--- config.mk ---
export PLATFORM = sky130hd
export DESIGN_NAME = loop_event_recorder_player_unit_flat
export DESIGN_NICKNAME = d
export VERILOG_FILES = /design/src/hw/rtl/lerp_pkg.sv /design/src/hw/rtl/lerp_cmd_if.sv /design/src/hw/rtl/lerp_evt_if.sv /design/src/hw/rtl/loop_event_recorder_player_unit.sv /design/src/hw/rtl/lerp_front.sv /design/src/hw/rtl/lerp_queue.sv /design/src/hw/rtl/lerp_back.sv /design/src/flat_wrapper.sv
export SDC_FILE = /design/constraint.sdc
export NUM_CORES = 2
export LEC_CHECK = 0
export ABC_AREA = 1
export BUFFER_PORTS_ARGS = -buffer_cell sky130_fd_sc_hd__buf_2
export CAP_MARGIN = 15
export CELL_PAD_IN_SITES_DETAIL_PLACEMENT = 2
export CELL_PAD_IN_SITES_GLOBAL_PLACEMENT = 2
export CORE_MARGIN = 4
export CORE_UTILIZATION = 46
export CTS_CLUSTER_SIZE = 24
export DETAILED_ROUTE_END_ITERATION = 7
export PLACE_DENSITY_LB_ADDON = 0.1
export SYNTH_ARGS = -nofsm -noshare
export SYNTH_HDL_FRONTEND = slang
export SYNTH_HIERARCHICAL = 1
export SYNTH_SLANG_ARGS = --single-unit
--- constraint.sdc ---
create_clock -name clk -period 7.31 [get_ports clk]
set_input_delay 0.731 -clock clk [delete_from_list [all_inputs] [get_ports clk]]
set_output_delay 0.731 -clock clk [all_outputs]
set_load 0.05 [all_outputs]
--- src/hw/rtl/lerp_pkg.sv ---
`default_nettype none
package lerp_pkg;

	localparam int EVENT_SLOTS = 64;
	localparam int SLOT_W      = $clog2(EVENT_SLOTS);
	localparam int COUNT_W     = $clog2(EVENT_SLOTS + 1);

	// Input command codes.
	typedef enum logic [1:0] {
		CMD_MESSAGE = 2'd0,
		CMD_START   = 2'd1,
		CMD_STOP    = 2'd2,
		CMD_ADVANCE = 2'd3
	} cmd_t;

	// Operations passed from the front end to the back end.
	typedef enum logic [1:0] {
		OP_WRITE = 2'd0,
		OP_CLEAR = 2'd1,
		OP_LOOP  = 2'd2,
		OP_ADV   = 2'd3
	} op_code_t;

	typedef struct packed {
		op_code_t            code;
		logic [SLOT_W-1:0]   addr;
		logic [31:0]         value;
		logic [23:0]         bytes;
		logic [1:0]          len;
	} op_t;

	// One stored event.
	typedef struct packed {
		logic [31:0] offset;
		logic [23:0] bytes;
		logic [1:0]  len;
	} slot_t;

endpackage
`default_nettype wire

--- src/hw/rtl/lerp_cmd_if.sv ---
`default_nettype none
interface lerp_cmd_if;
	logic        valid;
	logic        ready;
	logic [1:0]  command;
	logic [31:0] time_us;
	logic [23:0] msg_bytes;
	logic [1:0]  msg_len;

	modport source (output valid, command, time_us, msg_bytes, msg_len, input ready);
	modport sink (input valid, command, time_us, msg_bytes, msg_len, output ready);
endinterface
`default_nettype wire

--- src/hw/rtl/lerp_evt_if.sv ---
`default_nettype none
interface lerp_evt_if;
	logic        valid;
	logic        ready;
	logic [23:0] out_bytes;
	logic [1:0]  out_len;
	logic [31:0] event_offset;
	logic        last;

	modport source (output valid, out_bytes, out_len, event_offset, last, input ready);
	modport sink (input valid, out_bytes, out_len, event_offset, last, output ready);
endinterface
`default_nettype wire

--- src/hw/rtl/loop_event_recorder_player_unit.sv ---
// Loop event recorder and player.
// cmd (sink): one item per command: message, start, stop or advance, with the
//   stream time in microseconds (the playback delta for advance) and up to
//   three message bytes. evt (source): one item per replayed event, carrying
//   its bytes, length and stored offset; last marks the final event of an
//   advance. An advance with no event in its window yields no item.
// The front end records start time, recording state and table fill, turns
// each command into an operation and drops messages while not recording or
// once the 64-entry table is full. A two-entry queue lets it keep taking
// commands while the back end scans the table.
// A message, start or stop is written into the queue and takes effect once
// the idle back end pops it. An advance forms the sum when it is popped,
// sets the position in ST_ADV, then reads and checks each stored event in
// ST_RD and ST_CHK on every pass over the table (two passes when the window
// wraps) and flushes the last hit in ST_FLUSH; the event memory has one
// read port. A stalled receiver holds the output register and pauses the
// scan; commands are still taken until the queue fills. Reset empties the
// table, stops recording and zeroes loop length and play position.
`default_nettype none
module loop_event_recorder_player_unit (
	input  wire logic  clk,
	input  wire logic  arst_n,
	lerp_cmd_if.sink   cmd,
	lerp_evt_if.source evt
);
	import lerp_pkg::*;

	op_t  push_data;
	logic push_valid;
	logic push_ready;
	op_t  pop_data;
	logic pop_valid;
	logic pop_ready;

	// Accept and classify commands.
	lerp_front u_front (
		.clk        (clk),
		.arst_n     (arst_n),
		.cmd        (cmd),
		.push_data  (push_data),
		.push_valid (push_valid),
		.push_ready (push_ready)
	);

	// Decouple the front end from the table scan.
	lerp_queue u_queue (
		.clk        (clk),
		.arst_n     (arst_n),
		.push_data  (push_data),
		.push_valid (push_valid),
		.push_ready (push_ready),
		.pop_data   (pop_data),
		.pop_valid  (pop_valid),
		.pop_ready  (pop_ready)
	);

	// Store events, advance the play position and replay the window.
	lerp_back u_back (
		.clk       (clk),
		.arst_n    (arst_n),
		.pop_data  (pop_data),
		.pop_valid (pop_valid),
		.pop_ready (pop_ready),
		.evt       (evt)
	);

endmodule
`default_nettype wire

--- src/hw/rtl/lerp_front.sv ---
`default_nettype none
module lerp_front (
	input  wire logic         clk,
	input  wire logic         arst_n,
	lerp_cmd_if.sink          cmd,
	output lerp_pkg::op_t     push_data,
	output logic              push_valid,
	input  wire logic         push_ready
);
	import lerp_pkg::*;

	logic               rec_q;
	logic [31:0]        start_q;
	logic [COUNT_W-1:0] cnt_q;
	logic               take;
	logic               has_room;
	logic [31:0]        rel_time;
	cmd_t               cmd_code;

	assign cmd.ready = push_ready;
	assign take      = cmd.valid && push_ready;
	assign cmd_code  = cmd_t'(cmd.command);
	assign has_room  = cnt_q < COUNT_W'(EVENT_SLOTS);
	assign rel_time  = cmd.time_us - start_q;

	// Classify the item into a back-end operation; drop unrecorded messages.
	always_comb begin
		push_data.addr  = cnt_q[SLOT_W-1:0];
		push_data.value = rel_time;
		push_data.bytes = cmd.msg_bytes;
		push_data.len   = cmd.msg_len;
		push_data.code  = OP_WRITE;
		push_valid      = 1'b0;
		case (cmd_code)
			CMD_MESSAGE: begin
				push_data.code = OP_WRITE;
				push_valid     = take && rec_q && has_room;
			end
			CMD_START: begin
				push_data.code = OP_CLEAR;
				push_valid     = take;
			end
			CMD_STOP: begin
				push_data.code = OP_LOOP;
				push_valid     = take;
			end
			CMD_ADVANCE: begin
				push_data.code  = OP_ADV;
				push_data.value = cmd.time_us;
				push_valid      = take;
			end
			default: begin
				push_valid = 1'b0;
			end
		endcase
	end

	always_ff @(posedge clk or negedge arst_n) begin
		if (!arst_n) begin
			rec_q   <= 1'b0;
			start_q <= '0;
			cnt_q   <= '0;
		end else if (take) begin
			case (cmd_code)
				CMD_MESSAGE: begin
					if (rec_q && has_room)
						cnt_q <= cnt_q + COUNT_W'(1);
				end
				CMD_START: begin
					cnt_q   <= '0;
					start_q <= cmd.time_us;
					rec_q   <= 1'b1;
				end
				CMD_STOP: begin
					rec_q <= 1'b0;
				end
				default: begin
					rec_q <= rec_q;
				end
			endcase
		end
	end

endmodule
`default_nettype wire

--- src/hw/rtl/lerp_queue.sv ---
`default_nettype none
module lerp_queue (
	input  wire logic     clk,
	input  wire logic     arst_n,
	input  wire lerp_pkg::op_t push_data,
	input  wire logic     push_valid,
	output logic          push_ready,
	output lerp_pkg::op_t pop_data,
	output logic          pop_valid,
	input  wire logic     pop_ready
);
	import lerp_pkg::*;

	op_t        mem_q [2];
	logic       wr_q;
	logic       rd_q;
	logic [1:0] fill_q;
	logic       do_push;
	logic       do_pop;

	assign push_ready = fill_q != 2'd2;
	assign pop_valid  = fill_q != 2'd0;
	assign pop_data   = mem_q[rd_q];
	assign do_push    = push_valid && push_ready;
	assign do_pop     = pop_valid && pop_ready;

	always_ff @(posedge clk) begin
		if (do_push)
			mem_q[wr_q] <= push_data;
	end

	always_ff @(posedge clk or negedge arst_n) begin
		if (!arst_n) begin
			wr_q   <= 1'b0;
			rd_q   <= 1'b0;
			fill_q <= 2'd0;
		end else begin
			if (do_push)
				wr_q <= !wr_q;
			if (do_pop)
				rd_q <= !rd_q;
			if (do_push && !do_pop)
				fill_q <= fill_q + 2'd1;
			else if (do_pop && !do_push)
				fill_q <= fill_q - 2'd1;
		end
	end

endmodule
`default_nettype wire

--- src/hw/rtl/lerp_back.sv ---
`default_nettype none
module lerp_back (
	input  wire logic     clk,
	input  wire logic     arst_n,
	input  wire lerp_pkg::op_t pop_data,
	input  wire logic     pop_valid,
	output logic          pop_ready,
	lerp_evt_if.source    evt
);
	import lerp_pkg::*;

	typedef enum logic [2:0] {
		ST_IDLE,
		ST_ADV,
		ST_RD,
		ST_CHK,
		ST_FLUSH
	} state_t;

	state_t             state_q;
	slot_t              mem [EVENT_SLOTS];
	slot_t              rd_q;
	slot_t              hold_q;
	slot_t              out_q;
	logic               hold_valid_q;
	logic               out_valid_q;
	logic               out_last_q;
	logic [COUNT_W-1:0] count_q;
	logic [31:0]        loop_q;
	logic [31:0]        play_q;
	logic [31:0]        old_q;
	logic [32:0]        sum_q;
	logic               wrap_q;
	logic               pass_q;
	logic [SLOT_W-1:0]  idx_q;

	logic               do_pop;
	logic               out_free;
	logic               out_load;
	logic               wrap_now;
	logic [32:0]        sum_wrapped;
	logic [31:0]        new_pos;
	logic               t_ge;
	logic               t_le;
	logic               hit;
	logic               pass_end;

	assign pop_ready = state_q == ST_IDLE;
	assign do_pop    = pop_valid && pop_ready;
	assign out_free  = !out_valid_q || evt.ready;

	// Move the held hit to the output on a new hit or at the end of the scan.
	assign out_load  = hold_valid_q && out_free &&
		((state_q == ST_CHK && hit) || state_q == ST_FLUSH);

	assign evt.valid        = out_valid_q;
	assign evt.out_bytes    = out_q.bytes;
	assign evt.out_len      = out_q.len;
	assign evt.event_offset = out_q.offset;
	assign evt.last         = out_last_q;

	// Wrap once at the loop length, saturate what still overflows.
	assign wrap_now    = (loop_q != 32'd0) && (sum_q >= {1'b0, loop_q});
	assign sum_wrapped = wrap_now ? sum_q - {1'b0, loop_q} : sum_q;
	assign new_pos     = sum_wrapped[32] ? 32'hFFFF_FFFF : sum_wrapped[31:0];

	// Window test; play_q already holds the new position during the scan.
	assign t_ge     = rd_q.offset >= old_q;
	assign t_le     = rd_q.offset <= play_q;
	assign hit      = wrap_q ? (pass_q ? (!t_ge && t_le) : t_ge) : (t_ge && t_le);
	assign pass_end = (COUNT_W'(idx_q) + COUNT_W'(1)) == count_q;

	always_ff @(posedge clk) begin
		if (do_pop && pop_data.code == OP_WRITE)
			mem[pop_data.addr] <= '{offset: pop_data.value, bytes: pop_data.bytes,
				len: pop_data.len};
		if (state_q == ST_RD)
			rd_q <= mem[idx_q];
	end

	always_ff @(posedge clk or negedge arst_n) begin
		if (!arst_n) begin
			state_q      <= ST_IDLE;
			count_q      <= '0;
			loop_q       <= '0;
			play_q       <= '0;
			old_q        <= '0;
			sum_q        <= '0;
			wrap_q       <= 1'b0;
			pass_q       <= 1'b0;
			idx_q        <= '0;
			hold_q       <= '0;
			hold_valid_q <= 1'b0;
			out_q        <= '0;
			out_valid_q  <= 1'b0;
			out_last_q   <= 1'b0;
		end else begin
			if (out_load) begin
				out_q       <= hold_q;
				out_last_q  <= state_q == ST_FLUSH;
				out_valid_q <= 1'b1;
			end else if (evt.ready) begin
				out_valid_q <= 1'b0;
			end
			case (state_q)
				ST_IDLE: begin
					if (do_pop) begin
						case (pop_data.code)
							OP_WRITE: count_q <= COUNT_W'(pop_data.addr) + COUNT_W'(1);
							OP_CLEAR: begin
								count_q <= '0;
								loop_q  <= '0;
								play_q  <= '0;
							end
							OP_LOOP: begin
								loop_q <= pop_data.value;
								play_q <= '0;
							end
							OP_ADV: begin
								sum_q   <= {1'b0, play_q} + {1'b0, pop_data.value};
								state_q <= ST_ADV;
							end
							default: state_q <= ST_IDLE;
						endcase
					end
				end
				ST_ADV: begin
					wrap_q  <= wrap_now;
					old_q   <= play_q;
					play_q  <= new_pos;
					pass_q  <= 1'b0;
					idx_q   <= '0;
					state_q <= (count_q == '0) ? ST_FLUSH : ST_RD;
				end
				ST_RD: begin
					state_q <= ST_CHK;
				end
				ST_CHK: begin
					// Hold while the previous hit cannot move to the output.
					if (!(hit && hold_valid_q && !out_free)) begin
						if (hit) begin
							hold_q       <= rd_q;
							hold_valid_q <= 1'b1;
						end
						if (pass_end) begin
							idx_q <= '0;
							if (wrap_q && !pass_q) begin
								pass_q  <= 1'b1;
								state_q <= ST_RD;
							end else begin
								state_q <= ST_FLUSH;
							end
						end else begin
							idx_q   <= idx_q + SLOT_W'(1);
							state_q <= ST_RD;
						end
					end
				end
				ST_FLUSH: begin
					if (!hold_valid_q) begin
						state_q <= ST_IDLE;
					end else if (out_free) begin
						hold_valid_q <= 1'b0;
						state_q      <= ST_IDLE;
					end
				end
				default: state_q <= ST_IDLE;
			endcase
		end
	end

endmodule
`default_nettype wire

--- src/flat_wrapper.sv ---
// flat-port wrapper written by rule: the top's interface ports become plain ports
module loop_event_recorder_player_unit_flat import lerp_pkg::*;
  (clk, arst_n, cmd_valid, cmd_command, cmd_time_us, cmd_msg_bytes, cmd_msg_len, cmd_ready, evt_valid, evt_out_bytes, evt_out_len, evt_event_offset, evt_last, evt_ready);
  lerp_cmd_if cmd_i ();
  lerp_evt_if evt_i ();
  input  wire logic clk;
  input  wire logic arst_n;
  input wire logic [$bits(cmd_i.valid)-1:0] cmd_valid;
  input wire logic [$bits(cmd_i.command)-1:0] cmd_command;
  input wire logic [$bits(cmd_i.time_us)-1:0] cmd_time_us;
  input wire logic [$bits(cmd_i.msg_bytes)-1:0] cmd_msg_bytes;
  input wire logic [$bits(cmd_i.msg_len)-1:0] cmd_msg_len;
  output wire logic [$bits(cmd_i.ready)-1:0] cmd_ready;
  output wire logic [$bits(evt_i.valid)-1:0] evt_valid;
  output wire logic [$bits(evt_i.out_bytes)-1:0] evt_out_bytes;
  output wire logic [$bits(evt_i.out_len)-1:0] evt_out_len;
  output wire logic [$bits(evt_i.event_offset)-1:0] evt_event_offset;
  output wire logic [$bits(evt_i.last)-1:0] evt_last;
  input wire logic [$bits(evt_i.ready)-1:0] evt_ready;
  assign cmd_i.valid = cmd_valid;
  assign cmd_i.command = cmd_command;
  assign cmd_i.time_us = cmd_time_us;
  assign cmd_i.msg_bytes = cmd_msg_bytes;
  assign cmd_i.msg_len = cmd_msg_len;
  assign cmd_ready = cmd_i.ready;
  assign evt_valid = evt_i.valid;
  assign evt_out_bytes = evt_i.out_bytes;
  assign evt_out_len = evt_i.out_len;
  assign evt_event_offset = evt_i.event_offset;
  assign evt_last = evt_i.last;
  assign evt_i.ready = evt_ready;
  loop_event_recorder_player_unit u_core (.clk(clk), .arst_n(arst_n), .cmd(cmd_i), .evt(evt_i));
endmodule
==> results.cfg <==
[run_status]
status = finished with violations
violations = design-rule violations

[setup_path]
required_ns = 7.92
reg2regPathDepth = 10
crit_path_end_kind = register
path_class = reg -> reg
crit_arrival_ns = 6.15
path_max_fanout = 24
crit_path_start_kind = register

[route]
drc = 3
wl_per_cell_um = 40.56
drt_iter0_drc = 16910
dr.pass1.iters = 8
wl_mm = 720.4
ant_nets = 0
dr_total_vias = 120500
vias_per_cell = 6.781

[global_route]
grt_use_total_pct = 37.63
antenna_found_initial = 29
grt_max_degree = 154
overflow = 0
grt_pass1_vias = 129600
grt_pass1_wl_mm = 1009

[sta]
rsz0062_at_grt = no
setup_viol = 0
fmax_mhz = 180.4
drv_slew = 0
skew_ns = 0.07461
fin_crit_sh_pct = 75.84
slew_headroom_pct = 13.39
holdWs_ns = 0.05226
fin_setup_tns_ns = 0
post-route-min-period_ns = 5.544
tightest_slew_ns = 1.299
hold_viol = 0

[clock_tree]
cts_resized = 0
cts_buffers = 443
htree_levels = 5
hold_buffers = 35
clock_latency_ns = 1.03
clockBufferDepth = 4
cts.reportedPaths.clkPinSlew_ns = 0.07
cts_tree = built
cts_setup_buffers = 0
root_buffer = clkbuf_16
cts_sinks = 4212

[finish]
nNetsFinal = 12840
areaGrowthSynthToFinish_pct = 12.76
fin_cells = 17760
drive_above_1_share_pct = 9.374
fin_util_pct = 52.12

[place]
io_buffers = 124
hpwl_mm = 391.4
place_inst = 16900
gp_congestion = 0.8677

[pwr]
p_total_mw = 76.53
powerDensity_nw_per_um2 = 405.1
power_leakage_nw = 64.89
ir_worst_vdd_v = 0.0003258

[synthesis]
synth_largest_area_cell = edfxtp_1
synth.distinct_cells = 52
ys_seq_area_share_pct = 74.56
ys_ff_latch = 4212
synth_area_um2 = 167500
yosys.area.top_type_share_pct = 69.93
synth_nets = 12770
synth-warning-count = 6
synthTopCellsByArea = edfxtp_1 70%, a21oi_1 6.0%, o221ai_1 4.9%, nand2_1 4.8%, dfrtp_1 4.6%
postSynthAreaPerCell_um2 = 13.38
syn_inst = 12530

[floorplan]
die_area_um2 = 374000
rows = 221
initial_core_util_pct = 46.22
coreArea_um2 = 362500
die_w_um = 611.5
pin_count = 125
dieHeight_um = 611.5

[hold_path]
holdPathStages = 3
hold_class = in -> reg

[flow_run]
maxCapViolCount = 0
==> cell usage in the layout (no fill, tap or decap), types with 171 or more instances in the layout <==
cell type     n
a21oi_1    2020
buf_4       229
clkbuf_16   450
dfrtp_1     303
edfxtp_1   3902
ha_1        171
inv_1       443
nand2_1    2110
nand3_1     504
nor2_1      192
o21ai_0     723
o221ai_1    928
==> per-layer routing <==
metal,global-route usage [%],wire length [um],vias to the layer above
li1,-,-,47460
met1,47.22,262600,63640
met2,62.10,349600,7451
met3,6.289,63020,1900
met4,21.31,45080,6
met5,0,47,-
==> sequential cells by signal (all words and copies together) (netlist names), 2 cells and up <==
name	flops
u_core/u_back/count_q	7
u_core/u_back/evt.event_offset	32
u_core/u_back/evt.out_bytes	24
u_core/u_back/evt.out_len	2
u_core/u_back/hold_q	58
u_core/u_back/idx_q	6
u_core/u_back/loop_q	32
u_core/u_back/mem	3712
u_core/u_back/old_q	32
u_core/u_back/play_q	32
u_core/u_back/rd_q	58
u_core/u_back/state_q	3
u_core/u_back/sum_q	33
u_core/u_front/cnt_q	7
u_core/u_front/start_q	32
u_core/u_queue/fill_q	2
u_core/u_queue/mem_q	132
==> worst max-delay path, stage by stage (launching register included) <==
cell	delay (ns)
dfrtp_1	0.46
nor2_1	0.20
inv_1	0.17
nor2_1	0.32
nand2_1	0.18
nor2_1	0.62
inv_1	0.22
nor2_1	0.30
nand3_1	0.76
nor2_4	1.21
buf_4	0.59
==> metrics by stage <==
stage,setup slack (ns),area (um^2)
global placement,2.324,174400
global route,1.733,188900
detailed placement,2.269,174400
finish,1.766,188900
floorplan,1.462,167500
CTS,1.998,188800
==> report_power, final <==
group	internal, mW	switching, mW	leakage [nW]
clock	12.5	10.2	6.81
combinational	4.67	17.2	18.9
sequential	31.1	0.893	39.2
total	48.3	28.2	64.9
==> layout make-up <==
cell class / count / area, um^2
clock buffers: 572 / 11910
fillers: 33690 / 173600
well taps: 4794 / 5998
flip-flops and latches: 4212 / 125000
clock inverters: 228 / 2064
diodes: 17 / 42.54
multi-input cells: 7024 / 38160
repair buffers: 454 / 4039
inverters: 461 / 1767
==> cells by family after synthesis <==
group                      synth area share (%)
and+or+nand+nor                           7.350
adders and majority gates                 1.320
xor gates and xnor gates                 0.2980
buffers and inverters                     3.061
AOI/OAI and AO/OA                         13.40
DFF                                       74.56
muxes                                  0.006720
==> path summary, 6_finish.rpt <==
kind,startpoint,to,slack [ns]
worst max-delay path,u_core/u_back/state_q[2],u_core/u_back/mem[41][54],1.77
worst min-delay path,cmd_time_us[28],u_core/u_front/start_q[28],0.05
worst max register to register,u_core/u_back/state_q[2],u_core/u_back/mem[41][54],1.77
worst min register to register,u_core/u_back/rd_q[14],u_core/u_back/hold_q[14],0.47
max in group asynchronous,arst_n,u_core/u_back/hold_q[11],5.31
min in group asynchronous,arst_n,u_core/u_back/hold_q[47],0.36
==> cells in the mapped netlist (all sizes together) <==
cell type / number
edfxtp: 3902
nand2: 2174
a21oi: 2020
o221ai: 928
o21ai: 749
clkbuf: 701
nand3: 509
inv: 457
dfrtp: 310
nor2: 262
ha: 172
buf: 129
xor2: 33
nand4: 31
nor3: 26
xnor2: 24
o21bai: 15
or2: 15
a21o: 13
o21a: 12
nor4: 8
o22ai: 6
a21boi: 4
a31oi: 4
clkinv: 4
nand3b: 4
fa: 3
o211ai: 3
nor3b: 2
a2111oi: 1
and2: 1
and3: 1
mux2: 1
nor4b: 1
o2111ai: 1
o311ai: 1
(Power assumes the default switching activity.)
